File: config.mk
export PLATFORM = sky130hd
export DESIGN_NAME = latency_jitter_stats_monitor_unit
export DESIGN_NICKNAME = d
export VERILOG_FILES = /design/src/rtl/ljsm_pkg.sv /design/src/rtl/ljsm_div.sv /design/src/rtl/ljsm_dp.sv /design/src/rtl/ljsm_ctrl.sv /design/src/rtl/latency_jitter_stats_monitor_unit.sv
export SDC_FILE = /design/constraint.sdc
export NUM_CORES = 2
export LEC_CHECK = 0
export CAP_MARGIN = 25
export CORE_AREA = 2 2 258 311
export DETAILED_ROUTE_END_ITERATION = 10
export DIE_AREA = 0 0 260 313
export DONT_BUFFER_PORTS = 1
export PLACE_DENSITY = 0.87
export REMOVE_ABC_BUFFERS = 1
export SLEW_MARGIN = 0
export SYNTH_ARGS = -nofsm -noshare
export SYNTH_HDL_FRONTEND = slang
export SYNTH_SLANG_ARGS = --single-unit
File: constraint.sdc
create_clock -name clk_i -period 13.3 [get_ports clk_i]
set_input_delay 0.665 -clock clk_i [delete_from_list [all_inputs] [get_ports clk_i]]
set_output_delay 0.665 -clock clk_i [all_outputs]
set_load 0.05 [all_outputs]
File: src/rtl/ljsm_pkg.sv
// shared constants and control/status types for the latency/jitter statistics monitor
// no dependencies; used by every module of the block by scoped names
`default_nettype none

package ljsm_pkg;

  // width of the free running timestamps that latency is taken modulo
  localparam int unsigned TimeWidth = 32;

  // width of every statistic and field
  localparam int unsigned DataW = 32;

  // latency is kept to 32 bits after wrapping modulo 2^TimeWidth
  localparam logic [DataW-1:0] LatMask =
    (TimeWidth >= DataW) ? {DataW{1'b1}} : DataW'((64'd1 << TimeWidth) - 64'd1);

  // one quotient bit per step in the serial divider
  localparam int unsigned DivSteps = DataW;
  localparam int unsigned DivCntW  = $clog2(DivSteps + 1);

  // selects which average the divider works on
  localparam logic DivSelLat = 1'b0;
  localparam logic DivSelJit = 1'b1;

  // commands from the controller to the datapath
  typedef struct packed {
    logic capture;    // take the input item, form latency
    logic calc_jit;   // form jitter and sequence gap
    logic update;     // fold the item into the running statistics
    logic div_start;  // launch the shared divider
    logic div_sel;    // operands for the divider
    logic store_lat;  // keep quotient as average latency
    logic store_jit;  // keep quotient as average jitter
    logic load_out;   // copy the result into the output register
  } cmd_t;

  // status from the datapath to the controller
  typedef struct packed {
    logic div_done;   // quotient ready this cycle
  } sts_t;

endpackage

`default_nettype wire

File: src/rtl/ljsm_div.sv
// serial restoring divider, one quotient bit per cycle
// depends on ljsm_pkg for widths
`default_nettype none

module ljsm_div (
  input  wire logic                       clk_i,
  input  wire logic                       rst_ni,
  input  wire logic                       start_i,
  input  wire logic [ljsm_pkg::DataW-1:0] dividend_i,
  input  wire logic [ljsm_pkg::DataW-1:0] divisor_i,
  output logic                            done_o,
  output logic [ljsm_pkg::DataW-1:0]      quotient_o
);

  logic [ljsm_pkg::DataW-1:0]   rem_q, rem_d;
  logic [ljsm_pkg::DataW-1:0]   quo_q, quo_d;
  logic [ljsm_pkg::DataW-1:0]   dsr_q, dsr_d;
  logic [ljsm_pkg::DivCntW-1:0] cnt_q, cnt_d;
  logic                         done_q, done_d;
  logic [ljsm_pkg::DataW:0]     trial;

  // partial remainder shifted left with the next dividend bit, minus divisor
  assign trial = {rem_q, quo_q[ljsm_pkg::DataW-1]} - {1'b0, dsr_q};

  always_comb begin
    rem_d  = rem_q;
    quo_d  = quo_q;
    dsr_d  = dsr_q;
    cnt_d  = cnt_q;
    done_d = 1'b0;
    if (start_i) begin
      rem_d = '0;
      quo_d = dividend_i;
      dsr_d = divisor_i;
      cnt_d = ljsm_pkg::DivCntW'(ljsm_pkg::DivSteps);
    end else if (cnt_q != '0) begin
      if (!trial[ljsm_pkg::DataW]) begin
        rem_d = trial[ljsm_pkg::DataW-1:0];
        quo_d = {quo_q[ljsm_pkg::DataW-2:0], 1'b1};
      end else begin
        rem_d = {rem_q[ljsm_pkg::DataW-2:0], quo_q[ljsm_pkg::DataW-1]};
        quo_d = {quo_q[ljsm_pkg::DataW-2:0], 1'b0};
      end
      cnt_d  = cnt_q - 1'b1;
      done_d = (cnt_q == ljsm_pkg::DivCntW'(1));
    end
  end

  always_ff @(posedge clk_i or negedge rst_ni) begin
    if (!rst_ni) begin
      cnt_q  <= '0;
      done_q <= 1'b0;
    end else begin
      cnt_q  <= cnt_d;
      done_q <= done_d;
    end
  end

  always_ff @(posedge clk_i) begin
    rem_q <= rem_d;
    quo_q <= quo_d;
    dsr_q <= dsr_d;
  end

  assign done_o     = done_q;
  assign quotient_o = quo_q;

endmodule

`default_nettype wire

File: src/rtl/ljsm_dp.sv
// datapath: latency, jitter and loss arithmetic, running statistics, output register
// depends on ljsm_pkg and ljsm_div
`default_nettype none

module ljsm_dp (
  input  wire logic                         clk_i,
  input  wire logic                         rst_ni,
  input  wire ljsm_pkg::cmd_t               cmd_i,
  output ljsm_pkg::sts_t                    sts_o,
  input  wire logic [ljsm_pkg::DataW-1:0]   rx_time_i,
  input  wire logic [ljsm_pkg::DataW-1:0]   tx_time_i,
  input  wire logic [ljsm_pkg::DataW-1:0]   seq_num_i,
  output logic [10*ljsm_pkg::DataW-1:0]     result_o
);

  localparam int unsigned W = ljsm_pkg::DataW;

  // current item
  logic [W-1:0] seq_q, lat_q, jit_q, gap_q;
  logic         first_q;

  // running statistics
  logic [W-1:0] lat_min_q, lat_max_q, lat_sum_q, rx_count_q, prev_lat_q;
  logic [W-1:0] jit_sum_q, jit_max_q, lost_acc_q, last_seq_q;
  logic [W-1:0] avg_lat_q, avg_jit_q;
  logic [10*W-1:0] out_q;

  logic [W-1:0] lat_next, jit_next, div_a, div_b, quo;
  logic         div_done;

  assign lat_next = (rx_time_i - tx_time_i) & ljsm_pkg::LatMask;
  assign jit_next = (lat_q > prev_lat_q) ? (lat_q - prev_lat_q) : (prev_lat_q - lat_q);

  always_comb begin
    unique case (cmd_i.div_sel)
      ljsm_pkg::DivSelLat: begin
        div_a = lat_sum_q;
        div_b = rx_count_q;
      end
      ljsm_pkg::DivSelJit: begin
        div_a = jit_sum_q;
        div_b = rx_count_q - 1'b1;
      end
      default: begin
        div_a = lat_sum_q;
        div_b = rx_count_q;
      end
    endcase
  end

  ljsm_div u_div (
    .clk_i      (clk_i),
    .rst_ni     (rst_ni),
    .start_i    (cmd_i.div_start),
    .dividend_i (div_a),
    .divisor_i  (div_b),
    .done_o     (div_done),
    .quotient_o (quo)
  );

  assign sts_o.div_done = div_done;

  // item payload, averages and output register, no reset needed
  always_ff @(posedge clk_i) begin
    if (cmd_i.capture) begin
      seq_q <= seq_num_i;
      lat_q <= lat_next;
    end
    if (cmd_i.calc_jit) begin
      first_q <= (rx_count_q == '0);
      jit_q   <= (rx_count_q == '0) ? '0 : jit_next;
      gap_q   <= seq_q - last_seq_q - 1'b1;
    end
    if (cmd_i.store_lat) begin
      avg_lat_q <= (rx_count_q != '0) ? quo : '0;
    end
    if (cmd_i.store_jit) begin
      avg_jit_q <= (rx_count_q > W'(1)) ? quo : '0;
    end
    if (cmd_i.load_out) begin
      out_q <= {rx_count_q, lost_acc_q, jit_max_q, avg_jit_q, avg_lat_q,
                lat_max_q, lat_min_q, jit_q, lat_q, seq_q};
    end
  end

  // statistics state
  always_ff @(posedge clk_i or negedge rst_ni) begin
    if (!rst_ni) begin
      lat_min_q  <= '1;
      lat_max_q  <= '0;
      lat_sum_q  <= '0;
      rx_count_q <= '0;
      prev_lat_q <= '0;
      jit_sum_q  <= '0;
      jit_max_q  <= '0;
      lost_acc_q <= '0;
      last_seq_q <= '0;
    end else if (cmd_i.update) begin
      if (!first_q) begin
        lost_acc_q <= lost_acc_q + gap_q;
        jit_sum_q  <= jit_sum_q + jit_q;
        if (jit_q > jit_max_q) begin
          jit_max_q <= jit_q;
        end
      end
      last_seq_q <= seq_q;
      prev_lat_q <= lat_q;
      rx_count_q <= rx_count_q + 1'b1;
      lat_sum_q  <= lat_sum_q + lat_q;
      if (lat_q < lat_min_q) begin
        lat_min_q <= lat_q;
      end
      if (lat_q > lat_max_q) begin
        lat_max_q <= lat_q;
      end
    end
  end

  assign result_o = out_q;

endmodule

`default_nettype wire

File: src/rtl/ljsm_ctrl.sv
// controller: sequences one item through update and the two divisions
// depends on ljsm_pkg for the command and status types
`default_nettype none

module ljsm_ctrl (
  input  wire logic           clk_i,
  input  wire logic           rst_ni,
  input  wire logic           in_valid_i,
  output logic                in_ready_o,
  output logic                out_valid_o,
  input  wire logic           out_ready_i,
  input  wire ljsm_pkg::sts_t sts_i,
  output ljsm_pkg::cmd_t      cmd_o
);

  localparam logic [2:0] StIdle = 3'd0;
  localparam logic [2:0] StJit  = 3'd1;
  localparam logic [2:0] StAcc  = 3'd2;
  localparam logic [2:0] StDLat = 3'd3;
  localparam logic [2:0] StWLat = 3'd4;
  localparam logic [2:0] StDJit = 3'd5;
  localparam logic [2:0] StWJit = 3'd6;
  localparam logic [2:0] StEmit = 3'd7;

  logic [2:0] state_q, state_d;
  logic       ovalid_q, ovalid_d;
  logic       out_free;

  assign out_free = !ovalid_q || out_ready_i;

  always_comb begin
    state_d  = state_q;
    cmd_o    = '0;
    ovalid_d = ovalid_q && !out_ready_i;
    unique case (state_q)
      StIdle: begin
        if (in_valid_i) begin
          cmd_o.capture = 1'b1;
          state_d       = StJit;
        end
      end
      StJit: begin
        cmd_o.calc_jit = 1'b1;
        state_d        = StAcc;
      end
      StAcc: begin
        cmd_o.update = 1'b1;
        state_d      = StDLat;
      end
      StDLat: begin
        cmd_o.div_start = 1'b1;
        cmd_o.div_sel   = ljsm_pkg::DivSelLat;
        state_d         = StWLat;
      end
      StWLat: begin
        if (sts_i.div_done) begin
          cmd_o.store_lat = 1'b1;
          state_d         = StDJit;
        end
      end
      StDJit: begin
        cmd_o.div_start = 1'b1;
        cmd_o.div_sel   = ljsm_pkg::DivSelJit;
        state_d         = StWJit;
      end
      StWJit: begin
        if (sts_i.div_done) begin
          cmd_o.store_jit = 1'b1;
          state_d         = StEmit;
        end
      end
      StEmit: begin
        if (out_free) begin
          cmd_o.load_out = 1'b1;
          ovalid_d       = 1'b1;
          state_d        = StIdle;
        end
      end
      default: state_d = StIdle;
    endcase
  end

  always_ff @(posedge clk_i or negedge rst_ni) begin
    if (!rst_ni) begin
      state_q  <= StIdle;
      ovalid_q <= 1'b0;
    end else begin
      state_q  <= state_d;
      ovalid_q <= ovalid_d;
    end
  end

  assign in_ready_o  = (state_q == StIdle);
  assign out_valid_o = ovalid_q;

endmodule

`default_nettype wire

File: src/rtl/latency_jitter_stats_monitor_unit.sv
// top level of the packet latency / jitter / loss statistics monitor
// depends on ljsm_pkg, ljsm_ctrl, ljsm_dp (which holds ljsm_div)
//
//   channel   dir  handshake                   payload
//   s_axis    in   s_axis_tvalid/tready        tdata 96 bits: rx_time, tx_time, seq_num
//   m_axis    out  m_axis_tvalid/tready        tdata 320 bits: ten 32-bit statistics
//
// after the accepting edge the controller forms jitter and sequence gap, then
// updates the statistics, then runs the shared serial divider twice (start,
// 32 steps, store) for average latency and average jitter, and then loads the
// output register; input ready returns after that load, so a new item is taken
// only once the previous result is in the output register
// reset (rst_ni low, asynchronous) clears the running statistics to their start values
// a finished result waits in the output register while the next item is taken;
// a new result is only loaded once the previous one has been taken
`default_nettype none

module latency_jitter_stats_monitor_unit (
  input  wire logic         clk_i,
  input  wire logic         rst_ni,
  // input items
  input  wire logic         s_axis_tvalid,
  output logic              s_axis_tready,
  // [31:0] rx_time, [63:32] tx_time, [95:64] seq_num
  input  wire logic [95:0]  s_axis_tdata,
  // result items
  output logic              m_axis_tvalid,
  input  wire logic         m_axis_tready,
  // [31:0] out_seq, [63:32] latency, [95:64] jitter, [127:96] min_latency,
  // [159:128] max_latency, [191:160] mean_latency, [223:192] mean_jitter,
  // [255:224] max_jitter, [287:256] lost_total, [319:288] packet_count
  output logic [319:0]      m_axis_tdata
);

  ljsm_pkg::cmd_t cmd;
  ljsm_pkg::sts_t sts;

  // controller: walks each item through update, both divisions and output load
  ljsm_ctrl u_ctrl (
    .clk_i       (clk_i),
    .rst_ni      (rst_ni),
    .in_valid_i  (s_axis_tvalid),
    .in_ready_o  (s_axis_tready),
    .out_valid_o (m_axis_tvalid),
    .out_ready_i (m_axis_tready),
    .sts_i       (sts),
    .cmd_o       (cmd)
  );

  // datapath: arithmetic, statistics registers, divider and output register
  ljsm_dp u_dp (
    .clk_i     (clk_i),
    .rst_ni    (rst_ni),
    .cmd_i     (cmd),
    .sts_o     (sts),
    .rx_time_i (s_axis_tdata[31:0]),
    .tx_time_i (s_axis_tdata[63:32]),
    .seq_num_i (s_axis_tdata[95:64]),
    .result_o  (m_axis_tdata)
  );

endmodule

`default_nettype wire
Word-level counts from Yosys, hierarchy flattened

Cells that the tools add are included.

Order comparisons: 5
Reductions and logical operators: 14
Equality and inequality tests: 12
Add/sub/neg operators: 12
Bitwise operators: 2
Multiplexer cells: 28

Operator list:

| operator                | count |
|---|---|
| $mux W32                | 4 |
| $pmux W32 S2            | 2 |
| $sub A32 B32 Y32        | 4 |
| $add A32 B32 Y32        | 3 |
| $gt A32 B32 Y1          | 3 |
| $sub A32 B1 Y32 const B | 2 |
| $sub A33 B32 Y33        | 1 |
| $add A32 B1 Y32 const B | 1 |
| $gt A32 B1 Y1 const B   | 1 |
| $logic_not A32 Y1       | 1 |
| $lt A32 B32 Y1          | 1 |
| $reduce_bool A32 Y1     | 1 |
| $pmux W3 S8             | 1 |
| $mux W1                 | 14 |
| $eq A3 B3 Y1 const B    | 4 |
| $mux W3                 | 4 |
| $mux W6                 | 2 |
| $eq A3 B2 Y1 const B    | 2 |
| $eq A6 B1 Y1 const B    | 1 |
| $ne A2 B1 Y1 const B    | 3 |
| $reduce_and A2 Y1       | 3 |
| $reduce_bool A6 Y1      | 1 |
| $sub A6 B1 Y6 const B   | 1 |
| $pmux W2 S2             | 1 |
| other kinds (10)        | 12 |

Word-level logic and storage cells: 97
Output and inout port bits: 322
Bits of input ports: 100
Register bits: 908

Longest topological paths before layout

Depth after elaboration: 5
Depth in mapped cells: 15
Gate-level depth less buffers: 15

By module

From an unflattened synthesis, not the netlist that was laid out.

Cells, all modules: 4072
Area total of the unflattened synthesis: 46858.7 µm²

Modules (own cells, without submodules):

| module    | times used | area each (µm²) | cells an instance | seq. area each (µm²) |
|---|---|---|---|---|
| ljsm_dp   | 1          | 40760.3         | 3486              | 22651.7 |
| ljsm_div  | 1          | 5804.3          | 554               | 2737.6 |
| ljsm_ctrl | 1          | 294.0           | 32                | 100.1 |

Worst setup path after synthesis

OpenSTA, ideal clock, no wires.

Path type: flip-flop to flip-flop
From: register u_ctrl.ovalid_q (netlist: u_ctrl.out_valid_o)
To: register u_dp.out_q[0] (netlist: u_dp.result_o[0]) (enable)
Library setup time: 0.726 ns
Clock period less this slack: 8.908 ns
Data arrival time: 8.183 ns
Stages on the path, launching flop included: 3
Buffers on the path: 0
Required time: 12.574 ns
Slack: 4.392 ns
Cells stage by stage: dfrtp_1 -> nor2b_1 -> and3b_1

RTL lines:

| element                  | line            | source |
|---|---|---|
| start: declaration       | ljsm_ctrl.sv:26 | `logic ovalid_q, ovalid_d;` |
| start signal: assignment | ljsm_ctrl.sv:89 | `ovalid_q <= ovalid_d;` |
| end signal: assignment   | ljsm_dp.sv:81   | `out_q <= {rx_count_q, lost_acc_q, jit_max_q, avg_jit_q, avg_lat_q,` |
| end: declaration         | ljsm_dp.sv:26   | `logic [10*W-1:0] out_q;` |

Final worst setup path

From: register u_dp.lat_q[1]
To: register u_dp.lat_min_q[0]

Word-level cells in the longest chain between the ends: 2

RTL lines:

| element                     | line           | source |
|---|---|---|
| start: declaration          | ljsm_dp.sv:19  | `logic [W-1:0] seq_q, lat_q, jit_q, gap_q;` |
| start signal: assignment    | ljsm_dp.sv:67  | `lat_q <= lat_next;` |
| $lt A32 B32 Y1              | ljsm_dp.sv:110 | `if (lat_q < lat_min_q) begin` |
| $reduce_and A2 Y1 (no line) | n/a            |  |
| end signal: assignment      | ljsm_dp.sv:111 | `lat_min_q <= lat_q;` |
| end: declaration            | ljsm_dp.sv:23  | `logic [W-1:0] lat_min_q, lat_max_q, lat_sum_q, rx_count_q, prev_lat_q;` |

Every way passes these cells.
A chain may end at the register's enable or synchronous reset.

==> out/summary.txt <==
Yosys warns -> 0
IO Pins -> 422
Starting Density -> 59.56%
Core footprint -> 78470 µm²
Non-filler cells, final -> 5256
Main combinational cell family by area after synthesis -> compound AO/OA/AOI/OAI gates
R2R depth -> 12
Layout area overhead -> 8.679%
Layout cells sized above 1 -> 6.757%
Crit path DAT -> 5.06 ns
Post-synthesis compound-gate area fraction -> 13.59%
First-pass GRT wire length -> 177.6 mm
Top Family by Delay on Critical Path -> compound AO/OA/AOI/OAI gates
Ys async rst share -> 32.93%
Fmax -> 222.8 MHz
Final count of pins violating max slew -> 0
Number of buffers and inverters on the critical path -> 1
Residual DRC -> 0
Mux cell area share after synthesis -> 2.969%
Fillers -> 5638
CP Cell Sequence -> ha_1 -> a21o_1 -> a21o_1 -> a21o_1 -> a21o_1 -> a2111oi_2 -> o31ai_1 -> a2111oi_2 -> o21ai_1 -> a41oi_4 -> buf_4 -> mux2_1
# Max-Cap Violations -> 0
Syn Area/Cell -> 11.20 µm²
Synth cell types -> 87
Post-Syn Area -> 46740 µm²
Pwr Density -> 269.0 nW/µm²
Via count -> 31999
Initial antenna violation count -> 4
Critical path launch point type -> flip-flop
RSZ-0062 raised after global routing -> no
Pleak -> 21.48 nW
Hold path endpoint -> u_dp.seq_q[17]
Slew margin rel. -> 30.35%
GPL Wtd Cong -> 0.9576
Synth Area in Simple Gates -> 10.47%
Hold path cells -> 0
Tightest Hold Check Type -> input port to flip-flop
CTS tree -> built
Crit end category -> flip-flop
Sequential cell area -> 25490 µm²
Largest net degree at the start of global routing -> 289
CP max-delay cell -> a41oi_4
Routed len/inst -> 21.83 µm
Ys flop type -> edfxtp_1
Setup CP Type -> flip-flop to flip-flop
CTS Buf Count -> 87
# setup viols final -> 0
Fin nets -> 4601
Grt peak-use layer -> met2
Final Routed Wirelength -> 114.8 mm
Clock Root Buffer -> clkbuf_16
Max reg flops -> 320
Min Tclk post-route -> 4.488 ns
H-tree lvl count -> 3
CP dominant cell by count -> a21o_1
Final ANT Viol Nets -> 0
FP Rows -> 113
Hold Startpoint -> s_axis_tdata[81]
Placed cell count -> 5083
Multi-input gate area -> 19530 µm²
CTS Sinks -> 908
Register area share after synthesis -> 54.54%
Met3 Use GR -> 5.087%
Final hold violations -> 0
Gate Count Post-Synth -> 4174
Synth Area in Adders -> 9.712%
DRT Pass-1 Iters -> 5
Final period util -> 33.75%
GRT met2 Usage -> 47.20%
RR Startpoint -> u_dp.lat_q[1]
Status -> finished, final reports clean
Most common cell after layout, fill and taps aside -> edfxtp_1
CTS clk-pin slew, worst paths -> 0.06 ns
Post-synth EDFFs -> 577
Total grt overflow -> 0
Worst vdd ir -> 0.1240 mV
GRT Total Usage -> 27.92%
Met1 usage -> 35.34%
Setup Skew -> 0.02607 ns
Final TNS setup -> 0 ns
HPWL Detailed -> 81.85 mm
Critical Path Max Stage Delay -> 0.65 ns
Max clock buf depth -> 3
R2R Path End -> u_dp.lat_min_q[0]
DR iter-0 viols -> 2914
Worst slew pin tran -> 1.045 ns
Vias in the first global route -> 31822
Req. time, crit path -> 13.88 ns
Core Util, Final -> 64.73%
Die ar. -> 81380 µm²
Flop-to-flop setup slack -> 8.81 ns
PortBufs -> 0
Clk_lat worst skew -> 0.66 ns
Vias/cell -> 6.088
XOR/XNOR Fraction of Synth Area -> 4.870%
Die Wd -> 260 µm
Commonest non-fill, non-tap cells in the layout -> 577 x edfxtp_1, 376 x nand2_1, 350 x ha_1, 313 x inv_1, 309 x o21ai_0
Yosys reg bits -> 908
Worst Path Max Fanout -> 20
Die Ht -> 313 µm
## synth_stat cells, drive strengths merged, types with 30 or more instances
library cell,instances,share of area [%]
nand2,376,3.0
and3,31,0.41
mux2i,97,2.1
nand4,56,0.75
and2,44,0.59
edfxtp,577,37
a31oi,51,0.68
xnor2,150,2.8
nand2b,45,0.60
o21bai,30,0.48
nand3,57,0.61
nor3,50,0.54
nor2b,83,1.1
mux2,37,0.89
nor2,202,1.6
dfrtp,267,14
dfstp,32,1.8
a211oi,32,0.51
a21oi,275,3.0
ha,350,9.4
a21o,144,2.3
inv,314,2.5
clkbuf,135,1.1
o21ai,318,3.4
dfxtp,32,1.4
xor2,109,2.0
## kinds of logic (layout without fill, tap and decap cells)
| group | count (synthesis) | after routing |
|---|---|---|
| AND/OR/NAND/NOR | 1024 | 1024 |
| multiplexers | 134 | 134 |
| AO/OA/AOI/OAI | 1024 | 1024 |
| XOR/XNOR | 259 | 259 |
| other | 0 | 3 |
| buffers and inverters | 467 | 511 |
| flip-flops | 908 | 908 |
| adder cells (fa/ha/maj) | 358 | 358 |
## final cells by class
cell class              count  share of cell area (%)
flip-flops and latches    908                   50.18
clock buffers             110                   4.535
repair buffers             33                  0.6897
diodes                      3                 0.01478
inverters                 314                   2.323
multi-input cells        2799                   38.44
well taps                1035                   2.550
clock inverters            54                   1.266
## power breakdown
| part | total (mW) | internal (mW) | switching (mW) |
|---|---|---|---|
| Combinational | 5.52 | 2.23 | 3.29 |
| Clock | 2.57 | 1.46 | 1.11 |
| Sequential | 5.58 | 4.21 | 1.37 |
## how the worst max path moves through the flow
stage                       startpoint           endpoint  slack (ns)  cells after the start
floorplan           u_ctrl.out_valid_o   u_dp.result_o[0]        4.39                      2
global placement         u_dp.lat_q[1]  u_dp.lat_min_q[0]        8.93                     12
detailed placement       u_dp.lat_q[1]  u_dp.lat_min_q[0]        8.91                     12
CTS                      u_dp.lat_q[1]  u_dp.lat_min_q[0]        8.87                     12
global route             u_dp.lat_q[1]  u_dp.lat_min_q[0]        8.68                     12
finish                   u_dp.lat_q[1]  u_dp.lat_min_q[0]        8.81                     12
## per-layer routing
| layer | vias up | wire, µm |
|---|---|---|
| met2 | 1183 | 56550 |
| met1 | 15610 | 45190 |
| met3 | 257 | 7847 |
| met5 | - | 13 |
| li1 | 14947 | - |
| met4 | 2 | 5160 |
## per-stage QoR
stage / power (mW) / setup WS (ns) / cell area [µm²] / hold slack [ns]
final: 13.67 / 8.812 / 50790 / 0.1085
after global routing: 14.50 / 8.684 / 50790 / 0.07904
after CTS: 13.65 / 8.866 / 50700 / 0.06937
after detailed placement: 10.99 / 8.909 / 47720 / 0.3811
after global placement: 10.72 / 8.930 / 47700 / 0.3844
after floorplan: 9.551 / 4.392 / 46120 / 0.3694
## what timing repair did
item	CTS	global route
buffers inserted	0	0
hold buffers	2	1
resized for setup	0	0
hold endpoints to repair	288	68
No activity file was read; power rests on OpenSTA's default activity.
